<file path="src/rtl/nfbt_pkg.sv">
// ----------------------------------------------------------------------------
// nfbt_pkg: shared types and constants of the nearest-five selector
// Slot type, field widths and configuration register indexes.
// ----------------------------------------------------------------------------
`default_nettype none

package nfbt_pkg;

	localparam int DATA_W         = 32;
	localparam int DIST_W         = 33;
	localparam int KEEP_COUNT_DEF = 5;
	localparam int CFG_IDX_W      = 2;

	localparam logic [CFG_IDX_W-1:0] REG_THRESHOLD  = 2'd0;
	localparam logic [CFG_IDX_W-1:0] REG_BELOW_MODE = 2'd1;

	// One slot of the store. A distance of zero marks an empty slot.
	typedef struct packed {
		logic signed [DATA_W-1:0] value;
		logic        [DIST_W-1:0] distance;
	} slot_t;

	// Per-cycle command broadcast to every cell of the row.
	typedef struct packed {
		logic insert;
		logic clear;
	} cell_ctrl_t;

endpackage : nfbt_pkg

`default_nettype wire

</file>
<file path="src/rtl/nfbt_cell.sv">
// ----------------------------------------------------------------------------
// nfbt_cell: one slot of the sorted insertion row
// Holds one kept sample and its distance, takes the new sample or its left
// neighbor's slot when an insertion lands at or before it.
// ----------------------------------------------------------------------------
`default_nettype none

module nfbt_cell (
	input  logic                clk,
	input  logic                arst_n,
	input  nfbt_pkg::cell_ctrl_t ctrl,
	input  nfbt_pkg::slot_t     incoming,
	input  nfbt_pkg::slot_t     left_slot,
	input  logic                left_take,
	output logic                take,
	output nfbt_pkg::slot_t     slot,
	output nfbt_pkg::slot_t     slot_next
);
	import nfbt_pkg::*;

	slot_t slot_q;

	// Insertion lands here when this slot is empty or strictly farther away.
	assign take = ctrl.insert &&
		((slot_q.distance == '0) || (slot_q.distance > incoming.distance));

	always_comb begin
		if (take && left_take) begin
			slot_next = left_slot;
		end else if (take) begin
			slot_next = incoming;
		end else begin
			slot_next = slot_q;
		end
	end

	always_ff @(posedge clk or negedge arst_n) begin
		if (!arst_n) begin
			slot_q <= '0;
		end else if (ctrl.clear) begin
			slot_q <= '0;
		end else begin
			slot_q <= slot_next;
		end
	end

	assign slot = slot_q;

endmodule : nfbt_cell

`default_nettype wire

</file>
<file path="src/rtl/nfbt_unload.sv">
// ----------------------------------------------------------------------------
// nfbt_unload: result shift chain
// Captures a full snapshot of the row and shifts it out one value per transfer.
// ----------------------------------------------------------------------------
`default_nettype none

module nfbt_unload #(
	parameter int KEEP_COUNT = nfbt_pkg::KEEP_COUNT_DEF
) (
	input  logic                                            clk,
	input  logic                                            arst_n,
	input  logic                                            load,
	input  logic [KEEP_COUNT-1:0][nfbt_pkg::DATA_W-1:0]     load_values,
	output logic                                            can_load,
	output logic                                            m_tvalid,
	input  logic                                            m_tready,
	output logic [nfbt_pkg::DATA_W-1:0]                     m_tdata,
	output logic                                            m_tlast
);
	import nfbt_pkg::*;

	localparam int CNT_W = $clog2(KEEP_COUNT + 1);
	localparam logic [CNT_W-1:0] FULL_CNT = CNT_W'(KEEP_COUNT);
	localparam logic [CNT_W-1:0] ONE_CNT  = CNT_W'(1);

	logic [KEEP_COUNT-1:0][DATA_W-1:0] vals_q;
	logic [CNT_W-1:0]                  cnt_q;
	logic                              pop;

	assign m_tvalid = (cnt_q != '0);
	assign m_tlast  = (cnt_q == ONE_CNT);
	assign m_tdata  = vals_q[0];
	assign pop      = m_tvalid && m_tready;
	assign can_load = (cnt_q == '0) || (m_tlast && m_tready);

	always_ff @(posedge clk or negedge arst_n) begin
		if (!arst_n) begin
			cnt_q <= '0;
		end else if (load) begin
			cnt_q <= FULL_CNT;
		end else if (pop) begin
			cnt_q <= cnt_q - ONE_CNT;
		end
	end

	always_ff @(posedge clk) begin
		if (load) begin
			vals_q <= load_values;
		end else if (pop) begin
			for (int i = 0; i < KEEP_COUNT - 1; i++) begin
				vals_q[i] <= vals_q[i+1];
			end
		end
	end

endmodule : nfbt_unload

`default_nettype wire

</file>
<file path="src/rtl/nearest_five_beyond_threshold.sv">
// ----------------------------------------------------------------------------
// nearest_five_beyond_threshold: top-k nearest selector beyond a threshold
// Keeps the KEEP_COUNT samples closest to the threshold on one side of it,
// and emits them nearest first at the end of each set.
// ----------------------------------------------------------------------------
// Usage: samples enter on the s_ stream, one per transfer, with s_tlast on
// the final sample of a set. Samples strictly above the threshold (or
// strictly below it when below_mode is 1) are sorted into a row of
// KEEP_COUNT cells by ascending distance; ties keep the earlier sample.
// After the last sample of a set the row is copied into an output chain and
// cleared, and KEEP_COUNT results leave on the m_ stream, nearest first,
// with 0 for an empty slot and m_tlast on the final one.
// Throughput is one sample per cycle while the row does not wait. A sample is
// held in the distance register and then enters the row; with an empty output
// chain the first result of a set is valid once its last sample has left the
// distance register and the output chain has loaded the snapshot. The row
// only waits when a set's last sample meets an output chain still holding
// the previous set, so back-to-back short sets are paced by the output
// chain draining one value per transfer.
// Reset clears the row, the output chain and the registers (threshold 0,
// above mode). A stalled receiver holds its result; the input keeps flowing
// until a last sample has to wait for the chain to empty.
// Configuration writes are always accepted and are meant for an idle block.
// ----------------------------------------------------------------------------
`default_nettype none

module nearest_five_beyond_threshold #(
	parameter int KEEP_COUNT = nfbt_pkg::KEEP_COUNT_DEF
) (
	input  logic                             clk,
	input  logic                             arst_n,
	// Sample stream.
	input  logic                             s_tvalid,
	output logic                             s_tready,
	input  logic [nfbt_pkg::DATA_W-1:0]      s_tdata,   // [31:0] sample
	input  logic                             s_tlast,   // last_sample
	// Result stream.
	output logic                             m_tvalid,
	input  logic                             m_tready,
	output logic [nfbt_pkg::DATA_W-1:0]      m_tdata,   // [31:0] kept_value
	output logic                             m_tlast,   // last_result
	// Configuration write channel.
	input  logic                             cfg_valid,
	output logic                             cfg_ready,
	input  logic [nfbt_pkg::CFG_IDX_W-1:0]   cfg_index,
	input  logic [nfbt_pkg::DATA_W-1:0]      cfg_data
);
	import nfbt_pkg::*;

	// Configuration registers.
	logic signed [DATA_W-1:0] threshold_q;
	logic                     below_mode_q;

	assign cfg_ready = 1'b1;

	always_ff @(posedge clk or negedge arst_n) begin
		if (!arst_n) begin
			threshold_q  <= '0;
			below_mode_q <= 1'b0;
		end else if (cfg_valid && cfg_ready) begin
			unique case (cfg_index)
				REG_THRESHOLD:  threshold_q  <= cfg_data;
				REG_BELOW_MODE: below_mode_q <= cfg_data[0];
				default: ;
			endcase
		end
	end

	// Stage 1: distance to the threshold and the side test. Both differences
	// are formed in 33 bits in parallel, so neither can wrap.
	logic [DIST_W-1:0] diff_above;
	logic [DIST_W-1:0] diff_below;
	logic              beyond;

	assign diff_above = {s_tdata[DATA_W-1], s_tdata} - {threshold_q[DATA_W-1], threshold_q};
	assign diff_below = {threshold_q[DATA_W-1], threshold_q} - {s_tdata[DATA_W-1], s_tdata};
	assign beyond     = below_mode_q ? (!diff_below[DIST_W-1] && (diff_below != '0))
	                                 : (!diff_above[DIST_W-1] && (diff_above != '0));

	logic              valid_s1;
	logic              keep_s1;
	logic              last_s1;
	slot_t             sample_s1;
	logic              advance;
	logic              can_load;

	// A set's last sample moves on only when the output chain can take the
	// snapshot in the same cycle.
	assign advance  = valid_s1 && !(last_s1 && !can_load);
	assign s_tready = !valid_s1 || advance;

	always_ff @(posedge clk or negedge arst_n) begin
		if (!arst_n) begin
			valid_s1 <= 1'b0;
		end else if (s_tready) begin
			valid_s1 <= s_tvalid;
		end
	end

	always_ff @(posedge clk) begin
		if (s_tvalid && s_tready) begin
			keep_s1            <= beyond;
			last_s1            <= s_tlast;
			sample_s1.value    <= s_tdata;
			sample_s1.distance <= below_mode_q ? diff_below : diff_above;
		end
	end

	// Stage 2: the insertion row. Every cell compares against the same new
	// sample; the first cell that takes it loads it, the ones after it load
	// their left neighbor, and the rightmost slot falls off.
	cell_ctrl_t ctrl;

	assign ctrl.insert = advance && keep_s1;
	assign ctrl.clear  = advance && last_s1;

	slot_t [KEEP_COUNT-1:0]             row_slot;
	slot_t [KEEP_COUNT-1:0]             row_next;
	logic  [KEEP_COUNT-1:0]             row_take;
	logic  [KEEP_COUNT-1:0][DATA_W-1:0] snap_values;

	for (genvar i = 0; i < KEEP_COUNT; i++) begin : g_row
		slot_t left_slot;
		logic  left_take;

		if (i == 0) begin : g_head
			assign left_slot = '0;
			assign left_take = 1'b0;
		end else begin : g_body
			assign left_slot = row_slot[i-1];
			assign left_take = row_take[i-1];
		end

		nfbt_cell u_cell (
			.clk       (clk),
			.arst_n    (arst_n),
			.ctrl      (ctrl),
			.incoming  (sample_s1),
			.left_slot (left_slot),
			.left_take (left_take),
			.take      (row_take[i]),
			.slot      (row_slot[i]),
			.slot_next (row_next[i])
		);

		assign snap_values[i] = row_next[i].value;
	end

	// Output chain: loaded with the row as it stands after the last sample.
	nfbt_unload #(
		.KEEP_COUNT (KEEP_COUNT)
	) u_unload (
		.clk         (clk),
		.arst_n      (arst_n),
		.load        (ctrl.clear),
		.load_values (snap_values),
		.can_load    (can_load),
		.m_tvalid    (m_tvalid),
		.m_tready    (m_tready),
		.m_tdata     (m_tdata),
		.m_tlast     (m_tlast)
	);

	// The stage-1 register only stalls on a last sample facing a busy chain.
	a_stall_cause: assert property (@(posedge clk) disable iff (!arst_n)
		(valid_s1 && !advance) |-> (last_s1 && m_tvalid))
		else $error("sample stage stalled without a pending set in the output chain");

	// A result group, once started, is not cut short before its final value.
	a_group_whole: assert property (@(posedge clk) disable iff (!arst_n)
		(m_tvalid && m_tready && !m_tlast) |=> m_tvalid)
		else $error("result group ended before its final value");

	// Occupied slots stay packed at the front and sorted by distance.
	for (genvar i = 1; i < KEEP_COUNT; i++) begin : g_sorted
		a_row_order: assert property (@(posedge clk) disable iff (!arst_n)
			(row_slot[i].distance != '0) |->
			((row_slot[i-1].distance != '0) &&
			 (row_slot[i-1].distance <= row_slot[i].distance)))
			else $error("insertion row out of order");
	end

endmodule : nearest_five_beyond_threshold

`default_nettype wire
</file>
<file path="config.mk">
export PLATFORM = sky130hd
export DESIGN_NAME = nearest_five_beyond_threshold
export DESIGN_NICKNAME = d
export VERILOG_FILES = /design/src/rtl/nfbt_pkg.sv /design/src/rtl/nfbt_cell.sv /design/src/rtl/nfbt_unload.sv /design/src/rtl/nearest_five_beyond_threshold.sv
export SDC_FILE = /design/constraint.sdc
export NUM_CORES = 1
export LEC_CHECK = 0
export BUFFER_PORTS_ARGS = -buffer_cell sky130_fd_sc_hd__buf_2
export CORE_MARGIN = 4
export CORE_UTILIZATION = 57
export DETAILED_ROUTE_END_ITERATION = 10
export PLACE_DENSITY_LB_ADDON = 0.2
export SLEW_MARGIN = 20
export SYNTH_ARGS = -nofsm -noshare
export SYNTH_HDL_FRONTEND = slang
export SYNTH_SLANG_ARGS = --single-unit
</file>
<file path="constraint.sdc">
create_clock -name clk -period 3.85 [get_ports clk]
set_input_delay 0.9625 -clock clk [delete_from_list [all_inputs] [get_ports clk]]
set_output_delay 0.9625 -clock clk [all_outputs]
set_load 0.005 [all_outputs]
</file>
==> flow_summary.ini, run 1 <==
[sta]
min_period_over_period_pct = 100
finalHoldViolCount = 0
period_needed_ns = 3.85
finalSetupViolations = 0
hold_ws_ns = 0.322
max_slew.worst_pin.slew_ns = 1.04
fin_skew_ns = 0.0261
maxSlewViolCount = 0
fin_ws_ns = 0.00135
max_freq_mhz = 260
rsz0062_at_grt = yes
relSlewSlack_pct = 30.4

[drt]
wl_per_cell_um = 23.0
route.detailed.drc = 0
firstDrtPassIters = 8
drt_iter0_markers = 2629
antenna_left = 0
met1_length_um = 45400
vias_per_cell = 6.14
vias = 28200
dr_wl_met2_um = 48300
highest_layer = met4
wirelength_um = 105000
wl_met3_um = 8750

[critical_path]
cp.arrival_ns = 4.19
cp-endpoint = keep_s1$_DFFE_PP_
cp_max_fo = 4
reg2reg_depth = 15
start_kind = input port
critPathRequiredTime_ns = 4.19
ff2ff_setup_slack_ns = 0.04
worstReg2RegStart = sample_s1[3]$_DFFE_PP_
path_class = input port to flop
cp-startpoint = s_tdata[0]
endpoint_kind = flop
rr_endpoint = u_unload.vals_q[43]$_DFFE_PP_

[global_routing]
grt_usage_pct = 32.7
grt_max_degree = 191
antenna_found_initial = 2
grt_pass1_vias = 27900
grt-ovfl-total = 0
grt_pass1_wl_um = 163000

[place]
dp_slack_ns = -0.801
gp_congestion = 0.987
io_buffers = 106
dp.cells = 4464
dp_hpwl_um = 75300

[yosys]
ys_seq_area_share_pct = 46.7
synth.distinct_cells = 83
synth_edf_count = 227
ys.flop_type = dfrtp_1
synthCells = 3348
synth_nets = 3654
yosys-top-cells-count = 362 x dfrtp_1, 304 x mux2i_1, 295 x nand2_1
yosysMostFrequentCell = dfrtp_1
syn_avg_cell_area_sq_um = 10.1
synth_top_area_share_pct = 26.7
synth_seq_cells = 589
synthArstFlopShare_pct = 61.5
synth_area_leaders = dfrtp_1 27%, edfxtp_1 20%, mux2i_1 9.0%, ha_1 8.5%, o21ai_0 4.1%
synth_area_sq_um = 34000
yosys.area.top_type = dfrtp_1
yosysWarnings = 0

[die]
std_cell_rows = 89
die_area_sq_um = 63600
io_pins = 108
coreArea_sq_um = 59000
dieHeight_um = 252
die_width_um = 252
initial_utilization_pct = 57.6

[clock_tree]
numCtsBuffers = 66
clock_sinks = 589
h-tree-depth = 3
tritoncts = done
clk_pin_slew_ns = 0.06
worstSkewPairLatency_ns = 0.62
clock_path_buffers = 3
cts_root_buf = clkbuf_16
postCtsHoldBufs = 0

[finish]
syn_to_final_growth_pct = 20.0
stdcell_count = 4592
drive_gt1_share_pct = 20.7
fill_cells = 4515
seqCellArea_sq_um = 15900
fin_nets = 4073
multi_input_area_sq_um = 16700

[min_path]
hold_path.class = input port to asynchronous set/reset pin

[pwr]
p_leak_nw = 19.5
peakVddDrop_mv = 0.754
pwr_density_cell_nw_per_um2 = 777

[run]
max_cap_viol_count = 0

[status]
status = finished clean
## layer usage
layer  up-vias  GRT usage (%)
li1      13000              -
met4         0           9.51
met1     13900           46.9
met2      1178           51.2
met5         -              0
met3       206           6.24
## layout by cell type, fill, tap and decap left out, types with 47 or more instances in the layout
cell / n
a21o_1: 95
edfxtp_1: 227
nand2_1: 294
nor2_1: 262
a21oi_1: 243
nand3_1: 59
mux2i_1: 302
o21ai_1: 59
inv_1: 121
a211oi_1: 47
clkbuf_16: 68
nand4_1: 58
mux2_2: 66
buf_4: 432
ha_1: 232
buf_2: 105
o21ai_0: 275
dfrtp_1: 362
## registers in the layout, indices dropped and copies added, names as in the netlist
signal	cells
g_row.u_cell.slot	325
u_unload.vals_q	128
threshold_q	32
keep_s1	1
u_unload.cnt_q	3
u_unload.m_tdata	32
last_s1	1
below_mode_q	1
valid_s1	1
sample_s1	65
## worst min-delay path by stage
stage	endpoint	from	slack (ns)
after floorplan	g_row[3].u_cell.slot[0]$_DFFE_PN0P_	g_row[3].u_cell.slot[0]$_DFFE_PN0P_	0.47
after global placement	g_row[3].u_cell.slot[0]$_DFFE_PN0P_	g_row[3].u_cell.slot[0]$_DFFE_PN0P_	0.49
after detailed placement	g_row[3].u_cell.slot[0]$_DFFE_PN0P_	g_row[3].u_cell.slot[0]$_DFFE_PN0P_	0.50
after CTS	g_row[2].u_cell.slot[3]$_DFFE_PN0P_	arst_n	0.36
after global routing	g_row[0].u_cell.slot[4]$_DFFE_PN0P_	arst_n	0.36
final	g_row[0].u_cell.slot[3]$_DFFE_PN0P_	arst_n	0.32
## critical path: stages
cell       delay, ns
buf_2           0.14
ha_1            0.23
fa_1            0.39
nor2b_1         0.21
o2111ai_2       0.14
buf_4           0.17
a21oi_4         0.19
o21ai_0         0.15
nand2_1         0.12
o21ai_0         0.15
a2111oi_4       0.41
buf_4           0.17
nand4_1         0.09
nor4_1          0.28
nand4bb_1       0.15
a22o_1          0.22
## per-stage QoR
step	util (%)	instance area [sq um]	setup TNS, ns	power, mW
2_1_floorplan	-	34000	0	19.1
3_3_place_gp	65.1	38400	-1.68	24.3
3_5_place_dp	65.1	38400	-3.85	24.9
4_1_cts	68.8	40600	0	31.3
5_1_grt	69.1	40800	-0.208	33.3
6_report	69.1	40800	0	31.6
## kinds of logic (layout without fill, tap and decap cells)
group           Yosys count  after routing  synth area share, %
flops                   589            589                 46.7
simple gates            852            852                 11.4
compound gates          888            888                 15.7
xor+xnor                 63             63                 1.62
fa+ha+maj               234            234                 8.66
other cells               1              2               0.0110
buf+inv                 351            821                 4.65
mux                     370            370                 11.1
## layout make-up
type                    instances  share of cell area (%)
well taps                     773                    2.37
multi-input cells            2408                    41.0
clock inverters                29                   0.712
inverters                     122                    1.14
repair buffers                580                    11.3
clock buffers                  90                    4.52
flip-flops and latches        589                    39.0
diodes                          1                 0.00614
## power breakdown
part / switching [mW] / total, mW / leakage [nW] / internal, mW
clock: 2.64 / 6.30 / 1.04 / 3.66
sequential: 1.37 / 10.0 / 7.08 / 8.66
combinational: 8.51 / 15.3 / 11.4 / 6.81
total: 12.5 / 31.6 / 19.5 / 19.1
## what timing repair did
action,in CTS,in global routing
setup buffers,2,6
endpoints found under the setup margin,52,159
resized for setup,7,18
pin swaps,1,3
No activity file was read; power rests on OpenSTA's default activity.
==> inputs of run 2 (changes only) <==
- CORE_UTILIZATION: 57 -> 58
- SYNTH_HIERARCHICAL: not set -> 1
==> flow_summary.ini, run 2 <==
[status]
status = finished clean

[drt]
firstDrtPassIters = 5
vias = 31400
vias_per_cell = 6.25
wl_met3_um = 9320
dr_wl_met2_um = 54300
highest_layer = met4
drt_iter0_markers = 2602
route.detailed.drc = 0
met1_length_um = 46800
wl_per_cell_um = 22.7
antenna_left = 0
wirelength_um = 114000

[clock_tree]
cts_root_buf = clkbuf_16
h-tree-depth = 3
numCtsBuffers = 69
clock_sinks = 589
postCtsHoldBufs = 0
clk_pin_slew_ns = 0.06
worstSkewPairLatency_ns = 0.63
clock_path_buffers = 3
tritoncts = done

[die]
coreArea_sq_um = 65900
die_area_sq_um = 70900
dieHeight_um = 266
io_pins = 108
die_width_um = 266
initial_utilization_pct = 58.7
std_cell_rows = 94

[pwr]
finalPower_mw = 34.9
peakVddDrop_mv = 0.451
p_leak_nw = 19.2
pwr_density_cell_nw_per_um2 = 764

[sta]
maxSlewViolCount = 0
max_freq_mhz = 265
finalHoldViolCount = 0
finalSetupViolations = 0
fin_skew_ns = 0.0351
max_slew.worst_pin.slew_ns = 0.987
relSlewSlack_pct = 34.1
period_needed_ns = 3.77
min_period_over_period_pct = 97.9
fin_ws_ns = 0.0815

[critical_path]
cp.arrival_ns = 4.14
reg2reg_depth = 18
cp_max_fo = 14
ff2ff_setup_slack_ns = 0.08
worstReg2RegStart = u_unload/cnt_q[0]$_DFFE_PN0P_
path_class = flop to flop
critPathRequiredTime_ns = 4.22
endpoint_kind = flop
start_kind = flop
rr_endpoint = u_unload/vals_q[75]$_DFFE_PP_

[finish]
largest_reg_flops = 325
final_cell_mix = 449 x buf_4, 437 x a21oi_1, 361 x dfrtp_1
final_cell_area_sq_um = 45700
fill_cells = 4922
drive_gt1_share_pct = 27.9
fin_nets = 4414
syn_to_final_growth_pct = 18.3
layout_commonest_cell = buf_4

[global_routing]
antenna_found_initial = 0
grt_usage_pct = 31.0
grt_pass1_vias = 31300
grt-ovfl-total = 0
grt_max_degree = 98
grt_pass1_wl_um = 176000

[yosys]
syn_avg_cell_area_sq_um = 10.5
yosysWarnings = 6
synthCells = 3689
synth_area_sq_um = 38700

[place]
dpl_cell_area_sq_um = 43000
io_buffers = 106
dp_slack_ns = -0.693
gp_congestion = 0.978
dp_hpwl_um = 78100

[run]
max_cap_viol_count = 0

[min_path]
hold_path.class = input port to asynchronous set/reset pin
run 2: layout make-up:
class	count	area (sq um)	area share, %
inverter	268	1010	2.22
clock buffer	98	1970	4.30
timing repair buffer	602	4860	10.6
tap	864	1080	2.36
antenna	1	2.50	0.00547
sequential	589	15900	34.7
multi-input combinational	2578	20600	45.0
clock inverter	29	343	0.749
run 2: metrics by stage:
| stage | TNS [ns] | cells | util (%) | hold slack (ns) |
|---|---|---|---|---|
| 2_1_floorplan | -6.32 | 3754 | - | 0.520 |
| 3_3_place_gp | -88.32 | 4884 | 65.3 | 0.527 |
| 3_5_place_dp | -113.13 | 4884 | 65.3 | 0.532 |
| 6_report | 0 | 5029 | 69.4 | 0.339 |
| 4_1_cts | 0 | 5011 | 68.9 | 0.332 |
| 5_1_grt | -0.174 | 5028 | 69.4 | 0.365 |
run 2: metal layers:
metal,up-vias,track usage (%)
met1,15400,41.0
li1,14600,-
met2,1246,50.9
met3,227,7.16
met4,0,10.0
met5,-,0
run 2: what timing repair did:
item	CTS	global route
setup buffers	0	12
pin swaps	0	7
gates resized for setup	8	38
setup endpoints to repair	108	249
gates cloned	0	5
run 2: worst max path at each step:
stage | startpoint | endpoint | slack [ns] | cells after the start
after floorplan | m_tready | u_unload/vals_q[37]$_DFFE_PP_ | -0.22 | 17
after global placement | s_tdata[0] | keep_s1$_DFFE_PP_ | -0.76 | 15
after detailed placement | s_tdata[0] | keep_s1$_DFFE_PP_ | -0.69 | 15
after CTS | u_unload/cnt_q[1]$_DFFE_PN0P_ | u_unload/vals_q[100]$_DFFE_PP_ | 0.008 | 18
after global routing | u_unload/cnt_q[0]$_DFFE_PN0P_ | u_unload/vals_q[75]$_DFFE_PP_ | -0.03 | 18
final | u_unload/cnt_q[0]$_DFFE_PN0P_ | u_unload/vals_q[75]$_DFFE_PP_ | 0.08 | 18
run 2: where the power goes:
group          leakage, nW  internal, mW  switching (mW)  total, mW
sequential            6.61          9.37            2.14       11.5
combinational         11.5          8.11            8.62       16.7
clock                 1.14          3.94            2.76       6.69
run 2: critical path, stage by stage, from the launching register on:
cell and delay, ns:
dfrtp_2 0.45, inv_2 0.10, ha_4 0.16, a21oi_2 0.04, nor2_2 0.13, inv_2 0.06, a21oi_4 0.14, buf_12 0.15
buf_12 0.12, nor4b_4 0.18, and4_1 0.27, nand4_1 0.16, nor4_4 0.39, nor3_4 0.08, clkinv_4 0.19, clkbuf_16 0.23
mux2i_1 0.28, a21oi_1 0.10, mux2_4 0.26
